## config.mk

```make
export PLATFORM = sky130hd
export DESIGN_NAME = pll_divider_search
export DESIGN_NICKNAME = d
export VERILOG_FILES = /design/src/hw/rtl/pds_pkg.sv /design/src/hw/rtl/pll_divider_search.sv
export SDC_FILE = /design/constraint.sdc
export NUM_CORES = 2
export LEC_CHECK = 0
export BUFFER_PORTS_ARGS = -buffer_cell sky130_fd_sc_hd__buf_2
export CAP_MARGIN = 20
export CORE_UTILIZATION = 45
export DETAILED_ROUTE_END_ITERATION = 12
export GPL_ROUTABILITY_DRIVEN = 0
export PLACE_DENSITY_LB_ADDON = 0.3
export SETUP_SLACK_MARGIN = 0.4
export SLEW_MARGIN = 0
export SYNTH_ARGS = -nofsm -noshare
export SYNTH_HDL_FRONTEND = slang
export SYNTH_SLANG_ARGS = --single-unit
```

## constraint.sdc

```tcl
create_clock -name clk -period 7.2 [get_ports clk]
set_input_delay 1.8 -clock clk [delete_from_list [all_inputs] [get_ports clk]]
set_output_delay 1.8 -clock clk [all_outputs]
set_load 0.02 [all_outputs]
```

## src/hw/rtl/pds_pkg.sv

```systemverilog
package pds_pkg;

  // Default search limits.
  localparam int FB_LOW_DEF   = 16;
  localparam int FB_HIGH_DEF  = 320;
  localparam int POST_MAX_DEF = 7;

  // Fixed field and register widths.
  localparam int TGT_W  = 31;
  localparam int REF_W  = 26;
  localparam int VLIM_W = 31;
  localparam int AF_W   = 39;
  localparam int FBO_W  = 9;
  localparam int PDO_W  = 3;
  localparam int APB_DW = 32;
  localparam int APB_AW = 4;

  // Register reset values.
  localparam logic [REF_W-1:0]  REF_RST     = REF_W'(12000000);
  localparam logic [VLIM_W-1:0] VCO_MIN_RST = VLIM_W'(750000000);
  localparam logic [VLIM_W-1:0] VCO_MAX_RST = VLIM_W'(1600000000);

  typedef enum logic [1:0] {
    REG_REFERENCE = 2'd0,
    REG_VCO_MIN   = 2'd1,
    REG_VCO_MAX   = 2'd2,
    REG_PREFER    = 2'd3
  } reg_idx_t;

  typedef enum logic [2:0] {
    ST_IDLE,
    ST_VCO,
    ST_WIN,
    ST_DIFF,
    ST_MUL,
    ST_CMP,
    ST_DIV,
    ST_FIN
  } state_t;

endpackage

```

## src/hw/rtl/pll_divider_search.sv

```systemverilog
// Channel   | Direction | Ports                                  | Handshake
// ----------+-----------+----------------------------------------+------------------------
// input     | in        | in_target_hz                           | in_valid / in_ready
// result    | out       | out_achieved_freq, out_feedback_div,   | out_valid / out_ready
//           |           | out_post_div_one, out_post_div_two,    |
//           |           | out_found                              |
// config    | in/out    | psel, penable, pwrite, paddr, pwdata,  | APB write, pready = 1
//           |           | prdata, pready                         |
//
// For every feedback value in the scan range the sequencer forms the VCO product and
// checks the window; for each of the POST_MAX*POST_MAX post-divider pairs of every
// feedback value whose VCO lies in the window it forms the difference, the cross
// products and the compare. The final divide then yields one quotient bit per cycle (VCO width + 8).
// Reset is synchronous and active low; it restores the register defaults and idles the
// sequencer. The block takes an item only when the sequencer is idle. A finished result
// sits in the output register until taken; a new item may be accepted meanwhile, and its
// result waits in the last sequencer state until the output register is free.

module pll_divider_search #(
  parameter int FB_LOW   = pds_pkg::FB_LOW_DEF,
  parameter int FB_HIGH  = pds_pkg::FB_HIGH_DEF,
  parameter int POST_MAX = pds_pkg::POST_MAX_DEF
) (
  input  logic                          clk,
  input  logic                          rst_n,

  input  logic                          in_valid,
  output logic                          in_ready,
  input  logic [pds_pkg::TGT_W-1:0]     in_target_hz,

  output logic                          out_valid,
  input  logic                          out_ready,
  output logic [pds_pkg::AF_W-1:0]      out_achieved_freq,
  output logic [pds_pkg::FBO_W-1:0]     out_feedback_div,
  output logic [pds_pkg::PDO_W-1:0]     out_post_div_one,
  output logic [pds_pkg::PDO_W-1:0]     out_post_div_two,
  output logic                          out_found,

  input  logic                          psel,
  input  logic                          penable,
  input  logic                          pwrite,
  input  logic [pds_pkg::APB_AW-1:0]    paddr,
  input  logic [pds_pkg::APB_DW-1:0]    pwdata,
  output logic [pds_pkg::APB_DW-1:0]    prdata,
  output logic                          pready
);

  import pds_pkg::*;

  // The feedback counter must hold both scan limits.
  localparam int FB_MAXV  = (FB_LOW > FB_HIGH) ? FB_LOW : FB_HIGH;
  localparam int FB_W     = $clog2(FB_MAXV + 1);
  localparam bit FB_EMPTY = (FB_LOW > FB_HIGH);
  localparam int PD_W     = $clog2(POST_MAX + 1);
  // Product of the two post-dividers.
  localparam int D_W      = 2 * PD_W;
  localparam int VCO_W    = REF_W + FB_W;
  localparam int TD_W     = TGT_W + D_W;
  localparam int DIFF_W   = (VCO_W > TD_W) ? VCO_W : TD_W;
  localparam int WIN_W    = (VCO_W > VLIM_W) ? VCO_W : VLIM_W;
  localparam int PROD_W   = DIFF_W + D_W;
  // Dividend of the final divide is the VCO in 8 fractional bits.
  localparam int DVD_W    = VCO_W + 8;
  localparam int STEP_W   = $clog2(DVD_W);

  localparam logic [FB_W-1:0] FB_FIRST_UP = FB_W'(FB_LOW);
  localparam logic [FB_W-1:0] FB_FIRST_DN = FB_W'(FB_HIGH);
  localparam logic [PD_W-1:0] PD_ONE      = PD_W'(1);
  localparam logic [PD_W-1:0] PD_LAST     = PD_W'(POST_MAX);
  localparam logic [STEP_W-1:0] STEP_LAST = STEP_W'(DVD_W - 1);

  // Configuration registers.
  logic [REF_W-1:0]  reference_hz_r;
  logic [VLIM_W-1:0] vco_min_hz_r;
  logic [VLIM_W-1:0] vco_max_hz_r;
  logic              prefer_low_vco_r;

  // Sequencer and datapath.
  state_t            state_r,   state_nxt;
  logic [TGT_W-1:0]  target_r,  target_nxt;
  logic [FB_W-1:0]   fb_r,      fb_nxt;
  logic [PD_W-1:0]   p1_r,      p1_nxt;
  logic [PD_W-1:0]   p2_r,      p2_nxt;
  logic [D_W-1:0]    d_r,       d_nxt;
  logic [VCO_W-1:0]  vco_r,     vco_nxt;
  logic [DIFF_W-1:0] diff_r,    diff_nxt;
  logic [PROD_W-1:0] prod_a_r,  prod_a_nxt;
  logic [PROD_W-1:0] prod_b_r,  prod_b_nxt;

  // Best candidate so far; its distance is best_num / best_den.
  logic [DIFF_W-1:0] best_num_r, best_num_nxt;
  logic [D_W-1:0]    best_den_r, best_den_nxt;
  logic [VCO_W-1:0]  best_vco_r, best_vco_nxt;
  logic [FB_W-1:0]   best_fb_r,  best_fb_nxt;
  logic [PD_W-1:0]   best_p1_r,  best_p1_nxt;
  logic [PD_W-1:0]   best_p2_r,  best_p2_nxt;
  logic              hit_r,      hit_nxt;

  // Restoring divider: dq_r shifts the dividend out and the quotient in.
  logic [DVD_W-1:0]  dq_r,   dq_nxt;
  logic [D_W-1:0]    rem_r,  rem_nxt;
  logic [STEP_W-1:0] step_r, step_nxt;

  // Output register.
  logic              out_valid_r, out_valid_nxt;
  logic [AF_W-1:0]   out_af_r,    out_af_nxt;
  logic [FBO_W-1:0]  out_fb_r,    out_fb_nxt;
  logic [PDO_W-1:0]  out_p1_r,    out_p1_nxt;
  logic [PDO_W-1:0]  out_p2_r,    out_p2_nxt;
  logic              out_found_r, out_found_nxt;

  // Fixed-width views of the results, truncated or zero-extended to the field widths.
  logic [DVD_W+AF_W-1:0]  quot_wide;
  logic [FB_W+FBO_W-1:0]  fb_wide;
  logic [PD_W+PDO_W-1:0]  p1_wide;
  logic [PD_W+PDO_W-1:0]  p2_wide;

  assign quot_wide = {{AF_W{1'b0}}, dq_r};
  assign fb_wide   = {{FBO_W{1'b0}}, best_fb_r};
  assign p1_wide   = {{PDO_W{1'b0}}, best_p1_r};
  assign p2_wide   = {{PDO_W{1'b0}}, best_p2_r};

  // ------------------------------------------------------------------
  // Configuration port. Writes complete in the access phase; reads are
  // returned combinationally from the register selected by paddr.
  // ------------------------------------------------------------------
  assign pready = 1'b1;

  always_ff @(posedge clk) begin
    if (!rst_n) begin
      reference_hz_r   <= REF_RST;
      vco_min_hz_r     <= VCO_MIN_RST;
      vco_max_hz_r     <= VCO_MAX_RST;
      prefer_low_vco_r <= 1'b0;
    end else if (psel && penable && pwrite) begin
      unique case (reg_idx_t'(paddr[3:2]))
        REG_REFERENCE: reference_hz_r   <= pwdata[REF_W-1:0];
        REG_VCO_MIN:   vco_min_hz_r     <= pwdata[VLIM_W-1:0];
        REG_VCO_MAX:   vco_max_hz_r     <= pwdata[VLIM_W-1:0];
        REG_PREFER:    prefer_low_vco_r <= pwdata[0];
      endcase
    end
  end

  always_comb begin
    unique case (reg_idx_t'(paddr[3:2]))
      REG_REFERENCE: prdata = APB_DW'(reference_hz_r);
      REG_VCO_MIN:   prdata = APB_DW'(vco_min_hz_r);
      REG_VCO_MAX:   prdata = APB_DW'(vco_max_hz_r);
      REG_PREFER:    prdata = APB_DW'(prefer_low_vco_r);
    endcase
  end

  // ------------------------------------------------------------------
  // Sequencer. Each feedback value first gets its VCO product and then a
  // window check. For an in-window VCO, every post-divider pair runs
  // through three steps: the distance |vco - target*d|, the two cross
  // products against the best distance, and the strict compare. Once the
  // scan ends the divider produces the achieved frequency bit by bit.
  // ------------------------------------------------------------------
  always_comb begin
    logic              next_fb;
    logic              scan_done;
    logic [TD_W-1:0]   td;
    logic [DIFF_W-1:0] vco_ext;
    logic [DIFF_W-1:0] td_ext;
    logic [WIN_W-1:0]  vco_win;
    logic [D_W:0]      trial;
    logic              ge;

    next_fb   = 1'b0;
    scan_done = 1'b0;
    td        = TD_W'(target_r) * TD_W'(d_r);
    vco_ext   = DIFF_W'(vco_r);
    td_ext    = DIFF_W'(td);
    vco_win   = WIN_W'(vco_r);
    trial     = {rem_r, dq_r[DVD_W-1]};
    ge        = (trial >= {1'b0, best_den_r});

    state_nxt     = state_r;
    target_nxt    = target_r;
    fb_nxt        = fb_r;
    p1_nxt        = p1_r;
    p2_nxt        = p2_r;
    d_nxt         = d_r;
    vco_nxt       = vco_r;
    diff_nxt      = diff_r;
    prod_a_nxt    = prod_a_r;
    prod_b_nxt    = prod_b_r;
    best_num_nxt  = best_num_r;
    best_den_nxt  = best_den_r;
    best_vco_nxt  = best_vco_r;
    best_fb_nxt   = best_fb_r;
    best_p1_nxt   = best_p1_r;
    best_p2_nxt   = best_p2_r;
    hit_nxt       = hit_r;
    dq_nxt        = dq_r;
    rem_nxt       = rem_r;
    step_nxt      = step_r;
    out_valid_nxt = out_valid_r;
    out_af_nxt    = out_af_r;
    out_fb_nxt    = out_fb_r;
    out_p1_nxt    = out_p1_r;
    out_p2_nxt    = out_p2_r;
    out_found_nxt = out_found_r;

    if (out_valid_r && out_ready) begin
      out_valid_nxt = 1'b0;
    end

    unique case (state_r)
      ST_IDLE: begin
        if (in_valid) begin
          // The starting best distance is the target over one.
          target_nxt   = in_target_hz;
          best_num_nxt = DIFF_W'(in_target_hz);
          best_den_nxt = D_W'(1);
          best_vco_nxt = '0;
          hit_nxt      = 1'b0;
          fb_nxt       = prefer_low_vco_r ? FB_FIRST_UP : FB_FIRST_DN;
          if (FB_EMPTY) begin
            scan_done = 1'b1;
          end else begin
            state_nxt = ST_VCO;
          end
        end
      end
      ST_VCO: begin
        vco_nxt   = VCO_W'(reference_hz_r) * VCO_W'(fb_r);
        state_nxt = ST_WIN;
      end
      ST_WIN: begin
        if (vco_win < WIN_W'(vco_min_hz_r) || vco_win > WIN_W'(vco_max_hz_r)) begin
          next_fb = 1'b1;
        end else begin
          p1_nxt    = PD_ONE;
          p2_nxt    = PD_ONE;
          d_nxt     = D_W'(1);
          state_nxt = ST_DIFF;
        end
      end
      ST_DIFF: begin
        diff_nxt  = (vco_ext >= td_ext) ? (vco_ext - td_ext) : (td_ext - vco_ext);
        state_nxt = ST_MUL;
      end
      ST_MUL: begin
        prod_a_nxt = PROD_W'(diff_r) * PROD_W'(best_den_r);
        prod_b_nxt = PROD_W'(best_num_r) * PROD_W'(d_r);
        state_nxt  = ST_CMP;
      end
      ST_CMP: begin
        // Only a strictly closer candidate replaces the best one.
        if (prod_a_r < prod_b_r) begin
          best_num_nxt = diff_r;
          best_den_nxt = d_r;
          best_vco_nxt = vco_r;
          best_fb_nxt  = fb_r;
          best_p1_nxt  = p1_r;
          best_p2_nxt  = p2_r;
          hit_nxt      = 1'b1;
        end
        // The first post-divider is the inner loop; d tracks p1*p2 by adding p2.
        if (p1_r == PD_LAST) begin
          if (p2_r == PD_LAST) begin
            next_fb = 1'b1;
          end else begin
            p1_nxt    = PD_ONE;
            p2_nxt    = p2_r + PD_ONE;
            d_nxt     = D_W'(p2_r + PD_ONE);
            state_nxt = ST_DIFF;
          end
        end else begin
          p1_nxt    = p1_r + PD_ONE;
          d_nxt     = d_r + D_W'(p2_r);
          state_nxt = ST_DIFF;
        end
      end
      ST_DIV: begin
        rem_nxt  = ge ? D_W'(trial - {1'b0, best_den_r}) : trial[D_W-1:0];
        dq_nxt   = {dq_r[DVD_W-2:0], ge};
        step_nxt = step_r + STEP_W'(1);
        if (step_r == STEP_LAST) begin
          state_nxt = ST_FIN;
        end
      end
      ST_FIN: begin
        // Wait here while an earlier result still occupies the output register.
        if (!out_valid_r || out_ready) begin
          out_valid_nxt = 1'b1;
          out_found_nxt = hit_r;
          out_af_nxt    = hit_r ? quot_wide[AF_W-1:0] : '0;
          out_fb_nxt    = hit_r ? fb_wide[FBO_W-1:0] : '0;
          out_p1_nxt    = hit_r ? p1_wide[PDO_W-1:0] : '0;
          out_p2_nxt    = hit_r ? p2_wide[PDO_W-1:0] : '0;
          state_nxt     = ST_IDLE;
        end
      end
      default: begin
        state_nxt = ST_IDLE;
      end
    endcase

    // Step to the next feedback value, or end the scan after the last one.
    if (next_fb) begin
      if (fb_r == (prefer_low_vco_r ? FB_FIRST_DN : FB_FIRST_UP)) begin
        scan_done = 1'b1;
      end else begin
        fb_nxt    = prefer_low_vco_r ? (fb_r + FB_W'(1)) : (fb_r - FB_W'(1));
        state_nxt = ST_VCO;
      end
    end

    if (scan_done) begin
      dq_nxt    = {best_vco_nxt, 8'h00};
      rem_nxt   = '0;
      step_nxt  = '0;
      state_nxt = ST_DIV;
    end
  end

  always_ff @(posedge clk) begin
    if (!rst_n) begin
      state_r     <= ST_IDLE;
      out_valid_r <= 1'b0;
    end else begin
      state_r     <= state_nxt;
      out_valid_r <= out_valid_nxt;
    end
  end

  always_ff @(posedge clk) begin
    target_r    <= target_nxt;
    fb_r        <= fb_nxt;
    p1_r        <= p1_nxt;
    p2_r        <= p2_nxt;
    d_r         <= d_nxt;
    vco_r       <= vco_nxt;
    diff_r      <= diff_nxt;
    prod_a_r    <= prod_a_nxt;
    prod_b_r    <= prod_b_nxt;
    best_num_r  <= best_num_nxt;
    best_den_r  <= best_den_nxt;
    best_vco_r  <= best_vco_nxt;
    best_fb_r   <= best_fb_nxt;
    best_p1_r   <= best_p1_nxt;
    best_p2_r   <= best_p2_nxt;
    hit_r       <= hit_nxt;
    dq_r        <= dq_nxt;
    rem_r       <= rem_nxt;
    step_r      <= step_nxt;
    out_af_r    <= out_af_nxt;
    out_fb_r    <= out_fb_nxt;
    out_p1_r    <= out_p1_nxt;
    out_p2_r    <= out_p2_nxt;
    out_found_r <= out_found_nxt;
  end

  assign in_ready          = (state_r == ST_IDLE);
  assign out_valid         = out_valid_r;
  assign out_achieved_freq = out_af_r;
  assign out_feedback_div  = out_fb_r;
  assign out_post_div_one  = out_p1_r;
  assign out_post_div_two  = out_p2_r;
  assign out_found         = out_found_r;

endmodule

```

==> After elaboration in Yosys (flattened, before gate mapping) <==
Index checks and enable logic that the tools add are counted.
{ "word_totals": {"inputBits": 74, "word_cells": 148, "ff_bits": 507, "latchBits": 0, "ram_bits": 0, "romBits": 0, "output_inout_bits": 90, "n_memories": 0} }
{ "op_classes": {"order_cmp": 5, "n_addsub": 10, "n_mux": 54, "n_reduce_logical": 22, "eq_ne": 20, "n_mul": 4, "n_div": 0, "n_bitwise": 1, "n_shift": 0} }
{ "ops": {"columns": ["cell", "count"], "rows": [
  ["$pmux W32 S4", 1],
  ["$mux W37", 3],
  ["$mul A37 B6 Y43", 2],
  ["$mux W43", 2],
  ["$pmux W37 S2", 1],
  ["$mux W35", 2],
  ["$pmux W35 S2", 1],
  ["$mux W9", 7],
  ["$lt A43 B43 Y1", 1],
  ["$mux W3", 14],
  ["$ge A35 B37 Y1", 1],
  ["$mul A31 B6 Y37", 1],
  ["$sub A35 B37 Y37", 1],
  ["$sub A37 B35 Y37", 1],
  ["$mux W6", 6],
  ["$gt A35 B31 Y1", 1],
  ["$lt A35 B31 Y1", 1],
  ["$mul A26 B9 Y35", 1],
  ["$pmux W3 S8", 1],
  ["$pmux W6 S2", 2],
  ["$eq A3 B3 Y1 const B", 6],
  ["$reduce_and A2 Y1", 7],
  ["$pmux W3 S2", 2],
  ["$mux W1", 10],
  ["27 further kinds", 41]
]} }

==> Longest topological paths before layout <==
{ "logic_depth": {"word_depth": 7, "ltp_mapped": 35, "depth_no_buf": 31} }

==> Worst setup path before layout <==
OpenSTA, ideal clock, no wires.
{ "synth_path": {"kind": "flip-flop to flip-flop", "startpoint": "register state_r[2]", "endpoint": "register prod_a_r[0], enable pin", "n_path_buf": 1, "setup_slack_ns": -0.372, "t_required_ns": 6.546, "stages_incl_launch_ff": 3, "arrival_time_ns": 6.918, "period_less_slack_ns": 7.572, "setup_ns": 0.654, "path_cell_list": "dfxtp_1 clkbuf_1 nor3b_1"} }
{ "synth_between": {"elab_chain_cells": 1} }
{ "synth_lines": {"columns": ["item", "line", "rtl"], "rows": [
  ["start, declared", "pll_divider_search.sv:79", "state_t state_r, state_nxt;"],
  ["start signal, assigned", "pll_divider_search.sv:326", "state_r <= state_nxt;"],
  ["$eq A3 B3 Y1", "pll_divider_search.sv:211", "unique case (state_r)"],
  ["end signal, assigned", "pll_divider_search.sv:339", "prod_a_r <= prod_a_nxt;"],
  ["end, declared", "pll_divider_search.sv:87", "logic [PROD_W-1:0] prod_a_r, prod_a_nxt;"]
]} }
Every way passes these cells.
A chain may end at the register's enable or synchronous reset.

==> Final worst setup path <==
{ "layout_path": {"startpoint": "register d_r[2]", "endpoint": "register diff_r[20] (data pin)"} }
{ "layout_between": {"elab_chain_cells": 3, "elab_cells_between_ends": 5, "cone_classes": "2 x add/sub; 1 x mul; 1 x order compare; 1 x mux"} }
{ "layout_lines": {"columns": ["item", "line", "rtl"], "rows": [
  ["start, declared", "pll_divider_search.sv:84", "logic [D_W-1:0] d_r, d_nxt;"],
  ["start signal, assigned", "pll_divider_search.sv:336", "d_r <= d_nxt;"],
  ["$mul A31 B6 Y37 (*)", "pll_divider_search.sv:173", "td = TD_W'(target_r) * TD_W'(d_r);"],
  ["$sub A37 B35 Y37 (tied with other cells)", "pll_divider_search.sv:243", "diff_nxt = (vco_ext >= td_ext) ? (vco_ext - td_ext) : (td_ext - vco_ext);"],
  ["$mux W37 (*)", "pll_divider_search.sv:243", null],
  ["end signal, assigned", "pll_divider_search.sv:338", "diff_r <= diff_nxt;"],
  ["end, declared", "pll_divider_search.sv:86", "logic [DIFF_W-1:0] diff_r, diff_nxt;"]
]} }
Mark *: on every way between the ends. The rest lies on a longest branch, timed or not.

==> results.md <==
* TritonCTS buffer count at 58
* Slew Limit Fails at 0
* Initial cell density of the core at 45.46%
* Outcome: complete, no violations
* Simple-Gate Fraction of Synth Area at 15.75%
* Worst r2r src: d_r[2]$_SDFFCE_PN0P_
* DR vias at 38900
* Die X-Extent at 336.8 um
* Via count of the first global-routing pass at 39680
* RSZ-0062 raised after global routing: yes
* Die area at 113400 sq um
* Hpwl dp at 106800 um
* Share of cells above drive strength 1 at 12.65%
* Synthesized flop and latch total at 507
* Critical path depth at 31
* Synth Flop Type: edfxtp_1
* CTS Hold Bufs at 0
* Post-synth top area share at 22.74%
* DRC violations left at 0
* Delay of the slowest critical-path stage at 0.55 ns
* Die height at 336.8 um
* CP Launch Type: register
* Slowest-stage cell, CP: fa_1
* Area grow syn2layout at 14.04%
* Min-Delay Endpoint: dq_r[3]$_SDFFE_PP0P_
* # IOs at 164
* Main combinational cell family by area after synthesis: adder cells
* Clk Latency, worst-skew pair at 0.68 ns
* CP Max Fanout at 8
* Setup Viol. Count Final at 0
* Vias/cell at 5.395
* Post-Syn Area at 50450 sq um
* Synth top area cells: fa_1 23%, edfxtp_1 21%, ha_1 9.8%
* GRT overflow at 0
* Compound-cell area share of the yosys netlist at 12.49%
* Mux share of post-synthesis cell area at 1.270%
* Most common cell after layout, fill and taps aside: nand2_1
* WP data arrival at 7.48 ns
* CP endpoint kind: register
* Number of synthesized flops with an enable pin at 350
* Cell depth of the worst flop-to-flop path at 31
* Drt total wl at 139500 um
* Asr flop ratio synth at 0%
* FP Rows at 122
* PortBufs at 158
* First-pass DRT Iterations at 6
* Post-Synth Adder-Cell Area at 32.59%
* Syn Area/Cell at 9.333 sq um
* Max clock buf depth at 3
* Sequential fraction of the synthesis area at 27.06%
* Yosys warning total at 0
* Core area at 111000 sq um
* RR Endpoint: diff_r[20]$_DFFE_PP_
* Buf/Inv on CP at 5
* DR WL/cell at 19.34 um
* Largest net degree at the start of global routing at 73
* Tot GR Track Use at 24.89%
* Synth cell types at 92
* CTS tree: built
* Final Hold Viols at 0
* Initial DRC Count at 2650
* Biggest area consumer among synthesized cells: fa_1
* Family with the most delay on the worst path: compound AO/OA/AOI/OAI gates
* Critical path class: reg -> reg
* Startpoint of the lowest-slack hold path: dq_r[2]$_SDFFE_PP0P_
* Syn nets at 6449
* Critical path required time at 7.60 ns
* Worst slew pin tran at 1.144 ns
* Fmax at 141.3 MHz
* Final min period at 7.077 ns
* Initial antenna violation count at 3
* Root Buffer: clkbuf_16
* Nets at 6716
* Fin util at 51.84%
* Worst Hold Class: reg -> reg
* Syn Inst Count at 5405
* Reg2Reg Setup Slack at 0.12 ns
* Max_cap viols at 0
* Most frequent cells in the layout: 987 x nand2_1, 764 x inv_1, 572 x fa_1
* Clock Skews at 0.03636 ns
* XOR/XNOR share of the synthesized area at 3.125%
* CTS clk-pin slew, worst paths at 0.07 ns
* Rel. slew slack at 23.62%
* CTS sink cnt at 507
* Post-route ant nets at 0
* Htree depth at 2
* Final period utilization at 98.29%
* Wire length of the first global-routing pass at 220600 um
* Hold path cells at 2
==> routing by layer <==
metal	routed length [um]	track usage, %	share of wire (%)
met5	12	0	0.0086
met4	6162	9.952	4.4
met3	7910	2.841	5.7
met2	66500	41.59	48
met1	58900	32.94	42
==> logic make-up (layout without fill, tap and decap cells) <==
| group | after synthesis | after routing |
|---|---|---|
| simple gates | 1725 | 1726 |
| flops | 507 | 507 |
| mux | 62 | 62 |
| fa+ha+maj | 970 | 970 |
| compound gates | 943 | 943 |
| buf+inv | 1016 | 1332 |
| xor+xnor | 180 | 180 |
| other cells | 2 | 3 |
==> layout make-up <==
cell class              count  area, sq um
inverters                 778         2920
repair buffers            444         3239
multi-input cells        3883        33840
flip-flops and latches    507        13650
clock inverters            46        534.3
well taps                1488         1862
diodes                      1        2.502
clock buffers              64         1484
fillers                 10070        53440
==> worst min-delay path: stages (launching register included) <==
cell and delay (ns):
dfxtp_1 0.32, nand2_1 0.06, a21oi_1 0.05
==> synthesized netlist by cell type, drive strengths merged, types with 35 or more instances <==
cell / count
a21o: 182
a21oi: 279
a22o: 75
and2: 350
clkbuf: 207
dfxtp: 157
edfxtp: 350
fa: 573
ha: 397
inv: 778
mux2i: 58
nand2: 994
nand3: 45
nand4: 41
nor2: 136
nor2b: 37
o211ai: 35
o21ai: 153
o21bai: 35
xnor2: 119
xor2: 61
==> worst max path at each step <==
stage,from,endpoint,slack [ns]
4_1_cts,d_r[2]$_SDFFCE_PN0P_,diff_r[12]$_DFFE_PP_,0.22
5_1_grt,d_r[5]$_SDFFCE_PP0P_,diff_r[20]$_DFFE_PP_,-0.13
2_1_floorplan,d_r[1]$_SDFFCE_PN0P_,diff_r[32]$_DFFE_PP_,0.42
3_3_place_gp,d_r[5]$_SDFFCE_PP0P_,diff_r[20]$_DFFE_PP_,-0.19
3_5_place_dp,d_r[5]$_SDFFCE_PP0P_,diff_r[20]$_DFFE_PP_,-0.22
6_report,d_r[2]$_SDFFCE_PN0P_,diff_r[20]$_DFFE_PP_,0.12
==> state kept, by name (all words and copies together) (netlist names), 9 cells and up <==
name and flops:
prod_a_r 43, target_r 31, vco_r 35, prod_b_r 43
best_vco_r 35, diff_r 37, fb_r 9, best_num_r 37
out_achieved_freq 39, best_fb_r 9, vco_max_hz_r 31, reference_hz_r 26
dq_r 43, vco_min_hz_r 31, out_feedback_div 9
==> stage by stage <==
step	hold slack, ns	cells	TNS, ns	setup slack, ns	area [sq um]
floorplan	0.4307	5405	0	0.4155	50480
global placement	0.4522	7061	-2.547	-0.1883	54190
detailed placement	0.4561	7062	-3.471	-0.2206	54210
CTS	0.4694	7200	0	0.2185	57120
global route	0.4856	7210	-1.764	-0.1279	57530
finish	0.4679	7211	0	0.1232	57530
==> timing repair <==
| action | in CTS | in global routing |
|---|---|---|
| endpoints found under the setup margin | 36 | 36 |
| buffers inserted | 25 | 8 |
| cloned | 3 | 0 |
| pin swaps | 107 | 38 |
| gates resized for setup | 130 | 68 |
Power is not shown: default switching activity piles up to over one toggle a cycle in this logic, so the estimate is an artifact.
